## src/rtl/lbct_pkg.sv

```systemverilog
// Shared types and constants of the LRU block cache tag engine.
// No dependencies; every other file in rtl/ imports this package.
`default_nettype none

package lbct_pkg;

   // Field widths of the request and response beats
   localparam int OPCODE_W    = 2;
   localparam int BLOCK_W     = 16;
   localparam int KIND_W      = 2;
   localparam int SLOT_FLD_W  = 4;
   localparam int REQ_DATA_W  = 24;
   localparam int RSP_DATA_W  = 24;

   // Request opcodes
   typedef enum logic [OPCODE_W-1:0] {
      OP_READ   = 2'd0,
      OP_WRITE  = 2'd1,
      OP_SYNC   = 2'd2,
      OP_UNUSED = 2'd3
   } opcode_type;

   // Response event kinds
   typedef enum logic [KIND_W-1:0] {
      EV_HIT      = 2'd0,
      EV_MISS     = 2'd1,
      EV_SYNC_WB  = 2'd2,
      EV_SYNC_END = 2'd3
   } event_kind_type;

   // Control handed from the sequencer to every cell of the recency chain
   typedef struct packed {
      logic capture;   // latch the tag compare against the lookup key
      logic shift;     // cells at or above the selected rank take their upper neighbor
   } cell_ctrl_type;

endpackage

`default_nettype wire

```

## src/rtl/lbct_cell.sv

```systemverilog
// One cell of the recency chain: holds the slot at one LRU rank.
// Depends on lbct_pkg; instantiated SLOTS times by lru_block_cache_tags_top.
`default_nettype none

module lbct_cell
   import lbct_pkg::*;
#(
   parameter int SLOT_W = 4,
   parameter int INDEX  = 0
) (
   input  wire logic                clock,
   input  wire logic                reset,
   input  wire cell_ctrl_type       ctrl,
   input  wire logic [BLOCK_W-1:0]  key,
   input  wire logic                sel_in,
   input  wire logic [SLOT_W-1:0]   upper_id,
   input  wire logic [BLOCK_W-1:0]  upper_tag,
   input  wire logic                upper_valid,
   input  wire logic                upper_dirty,
   output logic [SLOT_W-1:0]        id,
   output logic [BLOCK_W-1:0]       tag,
   output logic                     valid,
   output logic                     dirty,
   output logic                     match,
   output logic                     sel_out
);

   logic [SLOT_W-1:0]  id_ff;
   logic [BLOCK_W-1:0] tag_ff;
   logic               valid_ff;
   logic               dirty_ff;
   logic               match_ff;
   logic               match_in;
   logic               take;

   // Select from the hit rank upward; the flag ripples to the next cell
   assign sel_out  = sel_in | match_ff;
   assign take     = ctrl.shift & sel_out;
   assign match_in = valid_ff && (tag_ff == key);

   // Hold slot identity and flags; reset puts slot INDEX at rank INDEX
   always_ff @(posedge clock) begin
      if (reset) begin
         id_ff    <= SLOT_W'(INDEX);
         valid_ff <= 1'b0;
         dirty_ff <= 1'b0;
      end else if (take) begin
         id_ff    <= upper_id;
         valid_ff <= upper_valid;
         dirty_ff <= upper_dirty;
      end
   end

   // Tag and compare result carry no reset
   always_ff @(posedge clock) begin
      if (take) begin
         tag_ff <= upper_tag;
      end
      if (ctrl.capture) begin
         match_ff <= match_in;
      end
   end

   assign id    = id_ff;
   assign tag   = tag_ff;
   assign valid = valid_ff;
   assign dirty = dirty_ff;
   assign match = match_ff;

endmodule

`default_nettype wire

```

## src/rtl/lru_block_cache_tags_top.sv

```systemverilog
// Top level of the LRU block cache tag engine: sequencer, recency chain, response register.
// Depends on lbct_pkg and lbct_cell.
//
// Usage:
//   req_*  carries one request beat: opcode (read, write, sync) and a block number.
//   rsp_*  carries result beats: event kind, slot, writeback flag, evicted block;
//          rsp_tlast marks the final beat caused by a request.
//   A read or write gives one beat. A sync gives one beat per dirty slot, least
//   recent first, then a done beat. The unused opcode is taken and dropped.
// Sequence:
//   Read/write: accepted, then tag compare (ST_MATCH), hit select (ST_PICK) and
//   chain update (ST_UPDATE); the result is registered in the response register
//   as the chain updates, and both wait while the receiver stalls. The next
//   request is taken once the sequencer is back in idle.
//   Sync: the chain rotates once through all SLOTS ranks, holding while a
//   writeback waits on a stalled receiver, then the done beat is given and the
//   next request is taken. The unused opcode leaves the sequencer idle.
//   Requests are handled one at a time by the single shared compare/select path over the chain.
// Reset: all slots empty and clean, slot i at recency rank i. Tags need no clear.
// Stall: a result waits in the response register; the chain holds until it is taken.
`default_nettype none

module lru_block_cache_tags_top
   import lbct_pkg::*;
#(
   parameter int SLOTS = 16
) (
   input  wire logic                  clock,
   input  wire logic                  reset,
   input  wire logic                  req_tvalid,
   output logic                       req_tready,
   input  wire logic [REQ_DATA_W-1:0] req_tdata,   // opcode[1:0], block_number[17:2]
   output logic                       rsp_tvalid,
   input  wire logic                  rsp_tready,
   output logic [RSP_DATA_W-1:0]      rsp_tdata,   // event_kind[1:0], slot[5:2],
                                                   // evict_writeback[6], evicted_block[22:7]
   output logic                       rsp_tlast
);

   localparam int SW = $clog2(SLOTS);

   typedef enum logic [5:0] {
      ST_IDLE   = 6'b000001,
      ST_MATCH  = 6'b000010,
      ST_PICK   = 6'b000100,
      ST_UPDATE = 6'b001000,
      ST_SYNC   = 6'b010000,
      ST_DONE   = 6'b100000
   } state_type;

   state_type          state_ff, state_in;
   opcode_type         op_ff;
   logic [BLOCK_W-1:0] key_ff;
   logic [SW-1:0]      cnt_ff, cnt_in;
   logic               hit_ff;
   logic [SW-1:0]      hit_id_ff;
   logic               hit_dirty_ff;

   // Chain wiring
   cell_ctrl_type      ctrl;
   logic [SW-1:0]      c_id    [SLOTS];
   logic [BLOCK_W-1:0] c_tag   [SLOTS];
   logic               c_valid [SLOTS];
   logic               c_dirty [SLOTS];
   logic [SLOTS-1:0]   c_match;
   logic [SLOTS:0]     c_sel;
   logic               sel_base;
   logic [SW-1:0]      top_id;
   logic [BLOCK_W-1:0] top_tag;
   logic               top_valid;
   logic               top_dirty;

   // Response register
   logic               rsp_valid_ff;
   logic [RSP_DATA_W-1:0] rsp_data_ff;
   logic               rsp_last_ff;
   logic               out_free;
   logic               emit;
   event_kind_type     emit_kind;
   logic [SW-1:0]      emit_slot;
   logic               emit_wb;
   logic [BLOCK_W-1:0] emit_blk;
   logic               emit_last;

   // Hit select
   logic [SW-1:0]      pick_id;
   logic               pick_dirty;

   logic               req_beat;
   logic               sync_need;
   logic               sync_step;
   logic               is_write;
   logic               miss_wb;

   assign req_tready = (state_ff == ST_IDLE);
   assign req_beat   = req_tvalid && req_tready;
   assign out_free   = !rsp_valid_ff || rsp_tready;
   assign is_write   = (op_ff == OP_WRITE);
   assign miss_wb    = c_valid[0] && c_dirty[0];
   assign sync_need  = c_valid[0] && c_dirty[0];
   assign sync_step  = (state_ff == ST_SYNC) && (!sync_need || out_free);
   assign c_sel[0]   = sel_base;

   // Build the recency chain, rank 0 (least recent) at the bottom
   for (genvar i = 0; i < SLOTS; i++) begin : g_cell
      logic [SW-1:0]      up_id;
      logic [BLOCK_W-1:0] up_tag;
      logic               up_valid;
      logic               up_dirty;
      if (i == SLOTS - 1) begin : g_top
         assign up_id    = top_id;
         assign up_tag   = top_tag;
         assign up_valid = top_valid;
         assign up_dirty = top_dirty;
      end else begin : g_mid
         assign up_id    = c_id[i+1];
         assign up_tag   = c_tag[i+1];
         assign up_valid = c_valid[i+1];
         assign up_dirty = c_dirty[i+1];
      end
      lbct_cell #(
         .SLOT_W (SW),
         .INDEX  (i)
      ) u_cell (
         .clock       (clock),
         .reset       (reset),
         .ctrl        (ctrl),
         .key         (key_ff),
         .sel_in      (c_sel[i]),
         .upper_id    (up_id),
         .upper_tag   (up_tag),
         .upper_valid (up_valid),
         .upper_dirty (up_dirty),
         .id          (c_id[i]),
         .tag         (c_tag[i]),
         .valid       (c_valid[i]),
         .dirty       (c_dirty[i]),
         .match       (c_match[i]),
         .sel_out     (c_sel[i+1])
      );
   end

   // Gather the single matching slot; tags of valid slots are unique
   always_comb begin
      pick_id    = '0;
      pick_dirty = 1'b0;
      for (int i = 0; i < SLOTS; i++) begin
         pick_id    = pick_id | (c_id[i] & {SW{c_match[i]}});
         pick_dirty = pick_dirty | (c_dirty[i] & c_match[i]);
      end
   end

   // Sequencer: chain control, entry entering at the top, response beat
   always_comb begin
      state_in     = state_ff;
      cnt_in       = cnt_ff;
      ctrl.capture = 1'b0;
      ctrl.shift   = 1'b0;
      sel_base     = 1'b0;
      top_id       = c_id[0];
      top_tag      = c_tag[0];
      top_valid    = c_valid[0];
      top_dirty    = 1'b0;
      emit         = 1'b0;
      emit_kind    = EV_HIT;
      emit_slot    = '0;
      emit_wb      = 1'b0;
      emit_blk     = '0;
      emit_last    = 1'b1;
      unique case (state_ff)
         ST_IDLE: begin
            if (req_beat) begin
               unique case (opcode_type'(req_tdata[OPCODE_W-1:0]))
                  OP_READ, OP_WRITE: state_in = ST_MATCH;
                  OP_SYNC: begin
                     state_in = ST_SYNC;
                     cnt_in   = '0;
                  end
                  OP_UNUSED: state_in = ST_IDLE;
                  default:   state_in = ST_IDLE;
               endcase
            end
         end
         ST_MATCH: begin
            ctrl.capture = 1'b1;
            state_in     = ST_PICK;
         end
         ST_PICK: begin
            state_in = ST_UPDATE;
         end
         ST_UPDATE: begin
            // Move the hit slot, or the victim at rank 0, to the most recent rank
            sel_base  = !hit_ff;
            top_tag   = key_ff;
            top_valid = 1'b1;
            if (hit_ff) begin
               top_id    = hit_id_ff;
               top_dirty = hit_dirty_ff | is_write;
               emit_kind = EV_HIT;
               emit_slot = hit_id_ff;
            end else begin
               top_id    = c_id[0];
               top_dirty = is_write;
               emit_kind = EV_MISS;
               emit_slot = c_id[0];
               emit_wb   = miss_wb;
               emit_blk  = miss_wb ? c_tag[0] : '0;
            end
            if (out_free) begin
               emit       = 1'b1;
               ctrl.shift = 1'b1;
               state_in   = ST_IDLE;
            end
         end
         ST_SYNC: begin
            // Rotate the chain once through; write back dirty slots at rank 0
            sel_base  = 1'b1;
            emit_kind = EV_SYNC_WB;
            emit_slot = c_id[0];
            emit_blk  = c_tag[0];
            emit_last = 1'b0;
            if (sync_step) begin
               ctrl.shift = 1'b1;
               emit       = sync_need;
               if (cnt_ff == SW'(SLOTS - 1)) begin
                  state_in = ST_DONE;
               end else begin
                  cnt_in = cnt_ff + 1'b1;
               end
            end
         end
         ST_DONE: begin
            emit_kind = EV_SYNC_END;
            if (out_free) begin
               emit     = 1'b1;
               state_in = ST_IDLE;
            end
         end
         default: state_in = ST_IDLE;
      endcase
   end

   // Control registers
   always_ff @(posedge clock) begin
      if (reset) begin
         state_ff     <= ST_IDLE;
         cnt_ff       <= '0;
         rsp_valid_ff <= 1'b0;
      end else begin
         state_ff <= state_in;
         cnt_ff   <= cnt_in;
         if (emit) begin
            rsp_valid_ff <= 1'b1;
         end else if (rsp_tready) begin
            rsp_valid_ff <= 1'b0;
         end
      end
   end

   // Payload registers: request, hit select, response beat
   always_ff @(posedge clock) begin
      if (req_beat) begin
         op_ff  <= opcode_type'(req_tdata[OPCODE_W-1:0]);
         key_ff <= req_tdata[OPCODE_W +: BLOCK_W];
      end
      if (state_ff == ST_PICK) begin
         hit_ff       <= |c_match;
         hit_id_ff    <= pick_id;
         hit_dirty_ff <= pick_dirty;
      end
      if (emit) begin
         rsp_data_ff <= {1'b0, emit_blk, emit_wb, SLOT_FLD_W'(emit_slot), emit_kind};
         rsp_last_ff <= emit_last;
      end
   end

   assign rsp_tvalid = rsp_valid_ff;
   assign rsp_tdata  = rsp_data_ff;
   assign rsp_tlast  = rsp_last_ff;

   // At most one valid slot can hold the looked-up block
   a_unique_hit: assert property (@(posedge clock) disable iff (reset)
      (state_ff == ST_UPDATE) |-> $onehot0(c_match))
      else $error("more than one slot matched the lookup key");

   // Only sync writebacks leave a request unfinished
   a_last_kind: assert property (@(posedge clock) disable iff (reset)
      (rsp_valid_ff && !rsp_last_ff) |->
         (rsp_data_ff[KIND_W-1:0] == EV_SYNC_WB))
      else $error("non-final response beat that is not a sync writeback");

   // A dirty slot waiting on a stalled receiver holds the rotation
   a_sync_hold: assert property (@(posedge clock) disable iff (reset)
      (state_ff == ST_SYNC && sync_need && !out_free) |=>
         ($stable(cnt_ff) && state_ff == ST_SYNC))
      else $error("sync rotation advanced while a writeback was blocked");

   // No request is taken while a lookup or sync is in progress
   a_busy: assert property (@(posedge clock) disable iff (reset)
      (req_beat && req_tdata[OPCODE_W-1:0] != OP_UNUSED) |=> !req_tready)
      else $error("request taken while busy");

endmodule

`default_nettype wire
```

## config.mk

```make
export PLATFORM = sky130hd
export DESIGN_NAME = lru_block_cache_tags_top
export DESIGN_NICKNAME = d
export VERILOG_FILES = /design/src/rtl/lbct_pkg.sv /design/src/rtl/lbct_cell.sv /design/src/rtl/lru_block_cache_tags_top.sv
export SDC_FILE = /design/constraint.sdc
export NUM_CORES = 1
export LEC_CHECK = 0
export BUFFER_PORTS_ARGS = -buffer_cell sky130_fd_sc_hd__buf_4
export CORE_MARGIN = 2
export CORE_UTILIZATION = 56
export CTS_CLUSTER_DIAMETER = 200
export DETAILED_ROUTE_END_ITERATION = 10
export GPL_ROUTABILITY_DRIVEN = 0
export PLACE_DENSITY = 0.76
export SLEW_MARGIN = 0
export SYNTH_ARGS = -nofsm -noshare
export SYNTH_HDL_FRONTEND = slang
export SYNTH_SLANG_ARGS = --single-unit
```

## constraint.sdc

```tcl
create_clock -name clock -period 2.85 [get_ports clock]
set_clock_uncertainty 0.15 [all_clocks]
set_input_delay 0.1425 -clock clock [delete_from_list [all_inputs] [get_ports clock]]
set_output_delay 0.1425 -clock clock [all_outputs]
set_load 0.1 [all_outputs]
```

==> metrics.md, run 1 <==
| Metric | Value |
|---|---|
| Run status | `finished, final reports clean` |
| # diodes | `0` |
| Minimum clock period | `between 2000 and 3000 ps` |
| Cell breakdown of the critical path | `or4b_4 > o22ai_4 > nor2_4 > a31o_2 > inv_2 > buf_12` |
| Crit. End Element | `register` |
| Site Rows | `65` |
| Compound-Gate Fraction of Synth Area | `0.0522` |
| P&R area growth vs syn | `16.5%` |
| Post-synth ARST share | `0` |
| Drt drc | `0` |
| Multiplexer share of the synthesized area | `0.0504` |
| Met3 GRT Util | `0.0443` |
| Slew HR | `0.411` |
| Routed vias/inst | `5.97` |
| Power Total | `around 0.014 W` |
| Worst Tran Pin Value | `around 900 ps` |
| PortBufs | `47` |
| Critical Path Start Type | `register` |
| Post-layout util | `0.662` |
| Clock Power Share | `0.436` |
| Hold_buf cts | `20` |
| Logic pwr share | `0.059` |
| Setup violators final | `0` |
| CTS tree | `done` |
| Met2 Usage GRT | `0.412` |
| Total Nets Final | `approximately 1400` |
| Top_reg_cell synth | `edfxtp_1` |
| Post-DR wirelength/cell | `22.8 um` |
| Fill cell count | `2157` |
| Number of synthesized flops with an enable pin | `320` |
| Flop pwr share | `0.505` |
| Setup bufs post-CTS | `0` |
| Switching part of the total | `0.218` |
| Total negative slack | `0 ps` |
| Skew-Pair Late Insertion Delay | `approximately 550 ps` |
| Yosys warns | `0` |
| Synthesized-area fraction occupied by and/or/nand/nor cells | `0.0951` |
| Worst path max stage delay | `620 ps` |
| GRT busiest layer | `met2` |
| Max Slew Vio Count | `0` |
| Bufs on Longest Clock Path | `3` |
| Sink Count | `427` |
| Slowest CP cell | `or4b_4` |
| Post-route ant nets | `0` |
| First-pass DRT Iterations | `5` |
| Final period utilization | `0.970` |
| Lkg Pwr | `just over 7 nW` |
| Reg clk slew, reported paths | `60 ps` |
| Die width | `between 150 and 200 um` |
| Root Buffer | `clkbuf_16` |
| Post_cts resized | `0` |
| CP Class | `register to register` |
| Main combinational cell family by area after synthesis | `XOR/XNOR gates` |
| Largest fanout on the critical path | `16` |
| Die Ht | `183 um` |
| H-tree depth | `2` |
| Flops & latches, synth | `approximately 430` |
| Cell-internal power | `0.0106 W` |
| Adder and majority gate portion of the synthesized area | `0.000697` |
| Syn_nets | `1312` |
| Vias | `around 11000` |
| Critical Path RT | `around 2900 ps` |
| Placed Cells incl. Taps | `1748` |
| Cell Pwr Density | `648 nW/um2` |
| Finished Layout Cells | `1848` |
| Die area | `around 33000 um2` |
| Post-Syn Area per Cell | `~14 um2` |
| Core box area | `roughly 32000 um2` |
| WL final | `between 40 and 50 mm` |
| Largest net degree at the start of global routing | `about 80` |
| Starting Density | `0.569` |
| TritonCTS Buffers | `44` |
| Xor and xnor area share after synthesis | `0.126` |
| RSZ-0062 raised after global routing | `no` |
| VDD IR max | `slightly below 0.5 mV` |
| Total Routing Usage GR | `0.255` |
| Commonest non-fill, non-tap cell in the layout | `edfxtp_1` |
| Mapped Cells | `approximately 1300` |
| Sequential fraction of the synthesis area | `0.655` |
| Final Hold Viols | `0` |
| NetSw | `0.00296 W` |
| Vias in the first global route | `10774` |
| Global-route wire length before repair | `63.9 mm` |
| Io pins | `between 50 and 60` |
| Gr ovfl total | `0` |
| Area of the mapped netlist | `17900 um2` |
| Worst EP arrival | `2860 ps` |
| Min-delay worst type | `input pin to register` |
| Post-synth cell types | `69` |
| Initial antenna violation count | `0` |
| Most frequent cells in the layout | `edfxtp_1 (320), xnor2_1 (193), buf_4 (127)` |
| Share of layout cells above drive strength 1 | `0.168` |
| Max_cap viols | `0` |
| Met1 Resource Use GR | `0.355` |
| Initial DRC count | `between 1000 and 1500` |
| Post-detail-place hpwl | `30.2 mm` |
| FMAX | `around 360 MHz` |
## power groups by stage
stage | combinational (W) | sequential (W) | clock, W
floorplan | 0.000591 | 0.00684 | 0
global route | 0.000854 | 0.00684 | 0.00622
finish | 0.000799 | 0.00683 | 0.00590
CTS | 0.000795 | 0.00683 | 0.00593
global placement | 0.000747 | 0.00696 | 0
detailed placement | 0.000766 | 0.00696 | 0
## sequential cells by signal, indices dropped and copies added (netlist names), 6 cells and up
name and count:
g_cell.u_cell.tag 256, g_cell.u_cell.id 64, rsp_tdata 23, g_cell.u_cell.dirty 16, g_cell.u_cell.match 16, g_cell.u_cell.valid 16
key_ff 16, state_ff 6
## stage by stage
stage / cell area [um2] / hold slack, ps / worst slack (ps)
after detailed placement: 19200 / 172 / 126
after CTS: 20900 / 6.55 / 114
after global routing: 20900 / 42.2 / 19.2
final: 20900 / 15.7 / 86.2
after floorplan: 18000 / 68.6 / 2.90
after global placement: 19200 / 171 / 170
## path summary, 6_finish.rpt
| kind | from | endpoint | slack (ps) | depth (start not counted) |
|---|---|---|---|---|
| worst min-delay path | reset | state_ff[5] | 20 | 2 |
| worst max register to register | state_ff[1] | g_cell[12].u_cell.tag[9] | 90 | 6 |
| worst min register to register | g_cell[10].u_cell.tag[6] | g_cell[9].u_cell.tag[6] | 310 | 0 |
| worst max-delay path | state_ff[1] | g_cell[12].u_cell.tag[9] | 90 | 6 |
## layer usage
metal  part of all wire  wire length (um)
met5                  0                 0
met4              0.028              1160
met3              0.088              3700
met2               0.47             19800
met1               0.41             17500
## critical path: cells and delay by family, from the launching register on
kind / cells / cell delay, ps
AO/OA/AOI/OAI: 2 / 790
AND/OR/NAND/NOR: 2 / 740
flip-flops: 1 / 400
buffers and inverters: 2 / 360
## kinds of logic after synthesis
| kind of cell | Yosys count |
|---|---|
| other cells | 1 |
| buf+inv | 84 |
| flops | 427 |
| compound gates | 115 |
| xor+xnor | 258 |
| fa+ha+maj | 1 |
| simple gates | 309 |
| mux | 88 |
## final cells by class
type,count,area [um2],area share
sequential,427,11800,0.562
clock inverter,16,241,0.0116
clock buffer,64,1250,0.0598
tap,402,503,0.0241
timing repair buffer,152,1250,0.0600
inverter,15,56.3,0.00269
multi-input combinational,772,5840,0.280
## cell usage after synthesis (3+ instances only)
cell / number / area (um2)
mux2_2: 19 / 214
a22o_1: 23 / 201
o22ai_2: 5 / 62.6
edfxtp_1: 320 / 9610
a21oi_1: 28 / 140
and3_1: 3 / 18.8
xor2_1: 65 / 569
nand4_1: 55 / 344
or3_1: 3 / 18.8
nor4b_1: 3 / 26.3
dfxtp_1: 107 / 2140
a221oi_1: 20 / 175
nand3_1: 5 / 25.0
buf_2: 5 / 25.0
a311oi_1: 3 / 26.3
and2_1: 17 / 106
mux2i_1: 69 / 691
nand3b_1: 4 / 30.0
inv_1: 13 / 48.8
o21ai_1: 3 / 15.0
nor2_1: 87 / 327
nand2b_1: 23 / 144
nor3b_1: 3 / 22.5
o21ai_0: 8 / 40.0
clkbuf_1: 55 / 206
buf_6: 4 / 45.0
xnor2_1: 193 / 1690
nor3_1: 25 / 125
nor4_2: 3 / 37.5
nor4_1: 35 / 219
nand2_1: 25 / 93.8
buf_4: 4 / 30.0
(Power assumes the default switching activity.)
==> run 2: changes to the inputs <==
Settings changed: REMOVE_ABC_BUFFERS set to 1.
==> run 2 against run 1 <==
Combinational power decreased by 2%. Sequential power barely moved. Hold slack improved by 27 ps. Total power fell by 2.7%. Maximum frequency grew 3.7%. Setup slack gained 99 ps. Sequential share of layout area up 0.17 points. Flip-flop and latch count unchanged. Die area unchanged. Wire length up 3.4%. Critical path depth down 1. Critical endpoint is now g_cell[7].u_cell.match. Largest cell class unchanged.
==> metrics.md, run 2 (synthesis gave the netlist of run 1 again) <==
| Metric | Value |
|---|---|
| Minimum clock period | `about 2700 ps` |
| Area after DPL | `roughly 19000 um2` |
| Max Slew Vio Count | `0` |
| Post_cts resized | `0` |
| First-pass DRT Iterations | `5` |
| Fill cell count | `2100` |
| Vias in the first global route | `between 10000 and 15000` |
| Worst EP arrival | `2940 ps` |
| Site Rows | `65` |
| Post-detail-place hpwl | `roughly 30 mm` |
| Total Nets Final | `between 1000 and 1500` |
| Starting Density | `0.569` |
| Final Hold Viols | `0` |
| Root Buffer | `clkbuf_16` |
| Critical Path RT | `3120 ps` |
| Die area | `~33000 um2` |
| Switching part of the total | `0.222` |
| Final Cell Area | `roughly 21000 um2` |
| VDD IR max | `0.486 mV` |
| Largest fanout on the critical path | `13` |
| Skew-Pair Late Insertion Delay | `between 500 and 600 ps` |
| Sink Count | `around 430` |
| Total Routing Usage GR | `0.264` |
| Run status | `finished, final reports clean` |
| Critical Path Start Type | `register` |
| Routed vias/inst | `between 5 and 6` |
| PortBufs | `47` |
| Initial antenna violation count | `3` |
| Finished Layout Cells | `~1800` |
| Core box area | `around 32000 um2` |
| Logic pwr share | `0.059` |
| Most frequent cells in the layout | `edfxtp_1 (320), xnor2_1 (193), buf_4 (121)` |
| Final Hold Slack | `roughly 43 ps` |
| Setup violators final | `0` |
| FMAX | `around 380 MHz` |
| Reg clk slew, reported paths | `~60 ps` |
| Share of layout cells above drive strength 1 | `0.166` |
| Crit. End Element | `register` |
| Max FFs per register | `256` |
| Post-route ant nets | `0` |
| H-tree depth | `2` |
| Cell Pwr Density | `between 600 and 700 nW/um2` |
| Min-delay worst type | `input pin to register` |
| Commonest non-fill, non-tap cell in the layout | `edfxtp_1` |
| Largest net degree at the start of global routing | `85` |
| Max_cap viols | `0` |
| Gr ovfl total | `0` |
| Clock Power Share | `0.420` |
| Die width | `roughly 180 um` |
| Drt drc | `0` |
| Placed Cells incl. Taps | `about 1700` |
| Die Ht | `183 um` |
| Io pins | `55` |
| Post-DR wirelength/cell | `approximately 24 um` |
| Slew HR | `0.280` |
| Worst Tran Pin Value | `approximately 1100 ps` |
| Cell-internal power | `between 0.01 and 0.015 W` |
| Flop pwr share | `0.521` |
| Vias | `11054` |
| WL final | `43.6 mm` |
| CTS tree | `done` |
| RSZ-0062 raised after global routing | `no` |
| Lkg Pwr | `7.23 nW` |
| Final period utilization | `0.935` |
| Initial DRC count | `roughly 1300` |
| NetSw | `0.00293 W` |
| Global-route wire length before repair | `approximately 66 mm` |
| CP Class | `register to register` |
| TritonCTS Buffers | `43` |
| Bufs on Longest Clock Path | `3` |
| P&R area growth vs syn | `16.1%` |
==> run 2: changes by cell type in the layout (fill, tap and decap cells not counted), sizes merged <==
| cell | change |
|---|---|
| clkinv | +2 |
| diode | +1 |
| bufinv | -2 |
| clkbuf | -2 |
| inv | +1 |
==> run 2: path summary, 6_finish.rpt <==
| check | from | slack (ps) | end | cells past startpoint |
|---|---|---|---|---|
| setup / recovery | key_ff[8] | 190 | g_cell[7].u_cell.match | 5 |
| hold / removal | reset | 40 | g_cell[0].u_cell.id[0] | 2 |
| hold reg to reg | g_cell[4].u_cell.tag[12] | 310 | g_cell[3].u_cell.tag[12] | 0 |
| setup reg to reg | key_ff[8] | 190 | g_cell[7].u_cell.match | 5 |
==> run 2: worst max-delay path: stages, from the launching register on <==
cell and delay [ps]:
edfxtp_1 1060, buf_4 330, xnor2_1 130, nand4_1 120, nor4_1 550, buf_4 200
==> run 2: per-stage QoR <==
step                      utilization  worst slack, ps  setup TNS, ps  power (W)
after detailed placement        0.611              236              0    0.00773
after global placement          0.611              229              0    0.00770
after floorplan                     -             -299         -13490    0.00738
final                           0.660              185              0     0.0132
after global routing            0.660             83.3              0     0.0135
after CTS                       0.660              223              0     0.0132
==> run 2: cell type report <==
type,count,area [um2],area share
tap,402,503,0.0241
sequential,427,11800,0.564
timing repair buffer,152,1330,0.0638
clock buffer,62,1190,0.0572
antenna,1,2.50,0.000120
inverter,15,56.3,0.00270
clock inverter,17,169,0.00811
multi-input combinational,772,5830,0.280
==> run 2: power groups by stage <==
stage | combinational, W | clock [W] | sequential, W
2_1_floorplan | 0.000412 | 0 | 0.00697
3_3_place_gp | 0.000716 | 0 | 0.00698
3_5_place_dp | 0.000743 | 0 | 0.00698
4_1_cts | 0.000775 | 0.00556 | 0.00685
5_1_grt | 0.000836 | 0.00581 | 0.00686
6_report | 0.000782 | 0.00553 | 0.00686
==> run 2: repair_timing <==
| item | in CTS | in global routing |
|---|---|---|
| setup buffers | 0 | 0 |
| endpoints found under the setup margin | 0 | 0 |
| hold endpoints to repair | 23 | 0 |
| hold buffers | 20 | 0 |
==> run 2: layer usage <==
layer	part of all wire	wire length, um	GRT usage	vias to the layer above
li1	-	-	-	4975
met1	0.42	18200	0.357	5441
met2	0.47	20700	0.434	533
met3	0.080	3470	0.0498	101
met4	0.028	1230	0.0854	4
met5	0.00055	24	0	-
==> run 3: changes to the inputs <==
Settings changed: PLACE_DENSITY 0.76 to unset, PLACE_DENSITY_LB_ADDON set to 0.15.
==> run 3 against run 2 <==
Critical path depth up 2. Final cell count increased by 0.16%. Clock power is 7.2% lower. Maximum frequency grew 0.95%. Setup slack gained 25 ps. Wire length shrank 3.5%. Final area decreased by 0.32%. Total power shrank 3.1%. Sequential power is essentially flat. Critical path type unchanged.
==> metrics.md, run 3 (synthesis gave the netlist of run 1 again) <==
| Metric | Value |
|---|---|
| Run status | `finished, final reports clean` |
| Max Slew Vio Count | `0` |
| Cell Pwr Density | `a little over 600 nW/um2` |
| CP Class | `register to register` |
| Most frequent cells in the layout | `edfxtp_1 (320), xnor2_1 (193), buf_4 (126)` |
| Site Rows | `65` |
| Flop pwr share | `0.537` |
| Total Nets Final | `about 1400` |
| Root Buffer | `clkbuf_16` |
| Cell breakdown of the critical path | `or4b_4 > o22ai_4 > buf_4 > o32a_1 > buf_12 > mux2i_1 > nor2_1` |
| Commonest non-fill, non-tap cell in the layout | `edfxtp_1` |
| Global-route wire length before repair | `64.0 mm` |
| Final Hold Viols | `0` |
| Logic pwr share | `0.061` |
| Worst path max stage delay | `620 ps` |
| Skew-Pair Late Insertion Delay | `between 500 and 600 ps` |
| Vias in the first global route | `approximately 11000` |
| Slowest CP cell | `or4b_4` |
| # diodes | `0` |
| Setup bufs post-CTS | `0` |
| Cell-internal power | `0.00993 W` |
| Setup violators final | `0` |
| Worst EP arrival | `roughly 2900 ps` |
| Switching part of the total | `0.222` |
| Post-DR wirelength/cell | `roughly 23 um` |
| Vias | `between 10000 and 15000` |
| Core box area | `~32000 um2` |
| Starting Density | `0.569` |
| Worst Tran Pin Value | `slightly above 1000 ps` |
| Fill cell count | `~2300` |
| Bufs on Longest Clock Path | `3` |
| Largest net degree at the start of global routing | `88` |
| NetSw | `0.00283 W` |
| TritonCTS Buffers | `43` |
| Final period utilization | `0.926` |
| Drt drc | `0` |
| Post-detail-place hpwl | `around 30 mm` |
| Clock Power Share | `0.402` |
| Die area | `33500 um2` |
| Total Routing Usage GR | `0.257` |
| Initial DRC count | `approximately 1100` |
| Buf/Inv on CP | `2` |
| Share of layout cells above drive strength 1 | `0.165` |
| Largest fanout on the critical path | `23` |
| Setup Slack @ Placement | `between 200 and 250 ps` |
| First-pass DRT Iterations | `6` |
| Sink Count | `approximately 430` |
| Max FFs per register | `around 260` |
| Critical Path Start Type | `register` |
| Gr ovfl total | `0` |
| Slew HR | `0.323` |
| Crit. End Element | `register` |
| Final Hold Slack | `172 ps` |
| Reg clk slew, reported paths | `60 ps` |
| Min-delay worst type | `input pin to register` |
| CTS tree | `done` |
| Minimum clock period | `roughly 2600 ps` |
| Io pins | `between 50 and 60` |
| Critical Path RT | `3090 ps` |
| CP top delay family | `simple AND/OR/NAND/NOR gates` |
| RSZ-0062 raised after global routing | `no` |
| Die Ht | `183 um` |
| Lkg Pwr | `7.20 nW` |
| VDD IR max | `0.479 mV` |
| Routed vias/inst | `5.84` |
| H-tree depth | `2` |
| WL final | `~42 mm` |
| Post-route ant nets | `0` |
| FMAX | `379 MHz` |
| Setup WS post-layout | `210 ps` |
| P&R area growth vs syn | `15.8%` |
| Initial antenna violation count | `0` |
| Die width | `around 180 um` |
| Max_cap viols | `0` |
| PortBufs | `47` |
[run 3: cell types whose count changed in the layout (fill, tap and decap cells not counted), moves of 2 or more]
cell / before / now
buf_4: 121 / 126
bufinv_16: 3 / 0
clkbuf_1: 15 / 17
clkbuf_2: 2 / 0
clkinv_1: 6 / 9
[run 3: through the flow]
step | setup TNS (ps) | utilization | cells | instance area [um2] | total power (W)
after CTS | 0 | 0.658 | 1851 | 20800 | 0.0128
after global placement | 0 | 0.611 | 1752 | 19300 | 0.00772
after detailed placement | 0 | 0.611 | 1752 | 19300 | 0.00773
after global routing | 0 | 0.658 | 1851 | 20800 | 0.0132
final | 0 | 0.658 | 1851 | 20800 | 0.0128
after floorplan | -13490 | - | 1214 | 17600 | 0.00738
[run 3: power by group through the flow]
stage	combinational [W]	clock [W]	sequential, W
CTS	0.000770	0.00519	0.00686
global placement	0.000728	0	0.00699
finish	0.000774	0.00513	0.00686
detailed placement	0.000743	0	0.00699
global route	0.000829	0.00546	0.00686
floorplan	0.000412	0	0.00697
[run 3: path summary, 6_finish.rpt]
kind	cells after the start	slack [ps]	from	end
hold / removal	2	170	req_tdata[15]	key_ff[13]
setup / recovery	7	210	state_ff[1]	g_cell[8].u_cell.dirty
setup reg to reg	7	210	state_ff[1]	g_cell[8].u_cell.dirty
hold reg to reg	0	310	g_cell[9].u_cell.tag[6]	g_cell[8].u_cell.tag[6]
[run 3: worst reg2reg max path: cells and delay by family (launching register included)]
family                 cells  cell delay (ps)
AO/OA/AOI/OAI              2              600
buffers and inverters      2              440
flip-flops                 1              400
multiplexers               1              230
AND/OR/NAND/NOR            2              670
[run 3: what timing repair did]
item,CTS,global route
endpoints found under the hold margin,46,0
endpoints found under the setup margin,0,5
gates resized for setup,0,1
hold buffers,21,0
[run 3: metal layers]
layer / share of wire / global-route usage
met5: 0 / 0
met4: 0.025 / 0.0717
met3: 0.071 / 0.0415
met2: 0.45 / 0.401
met1: 0.46 / 0.376
[run 3: final cells by class]
class	instances	area (um2)	area share
Sequential cell	427	11800	0.566
Multi-Input combinational cell	772	5840	0.281
Timing Repair Buffer	157	1360	0.0653
Clock buffer	62	1180	0.0568
Tap cell	402	503	0.0242
Clock inverter	16	83.8	0.00404
Inverter	15	56.3	0.00271
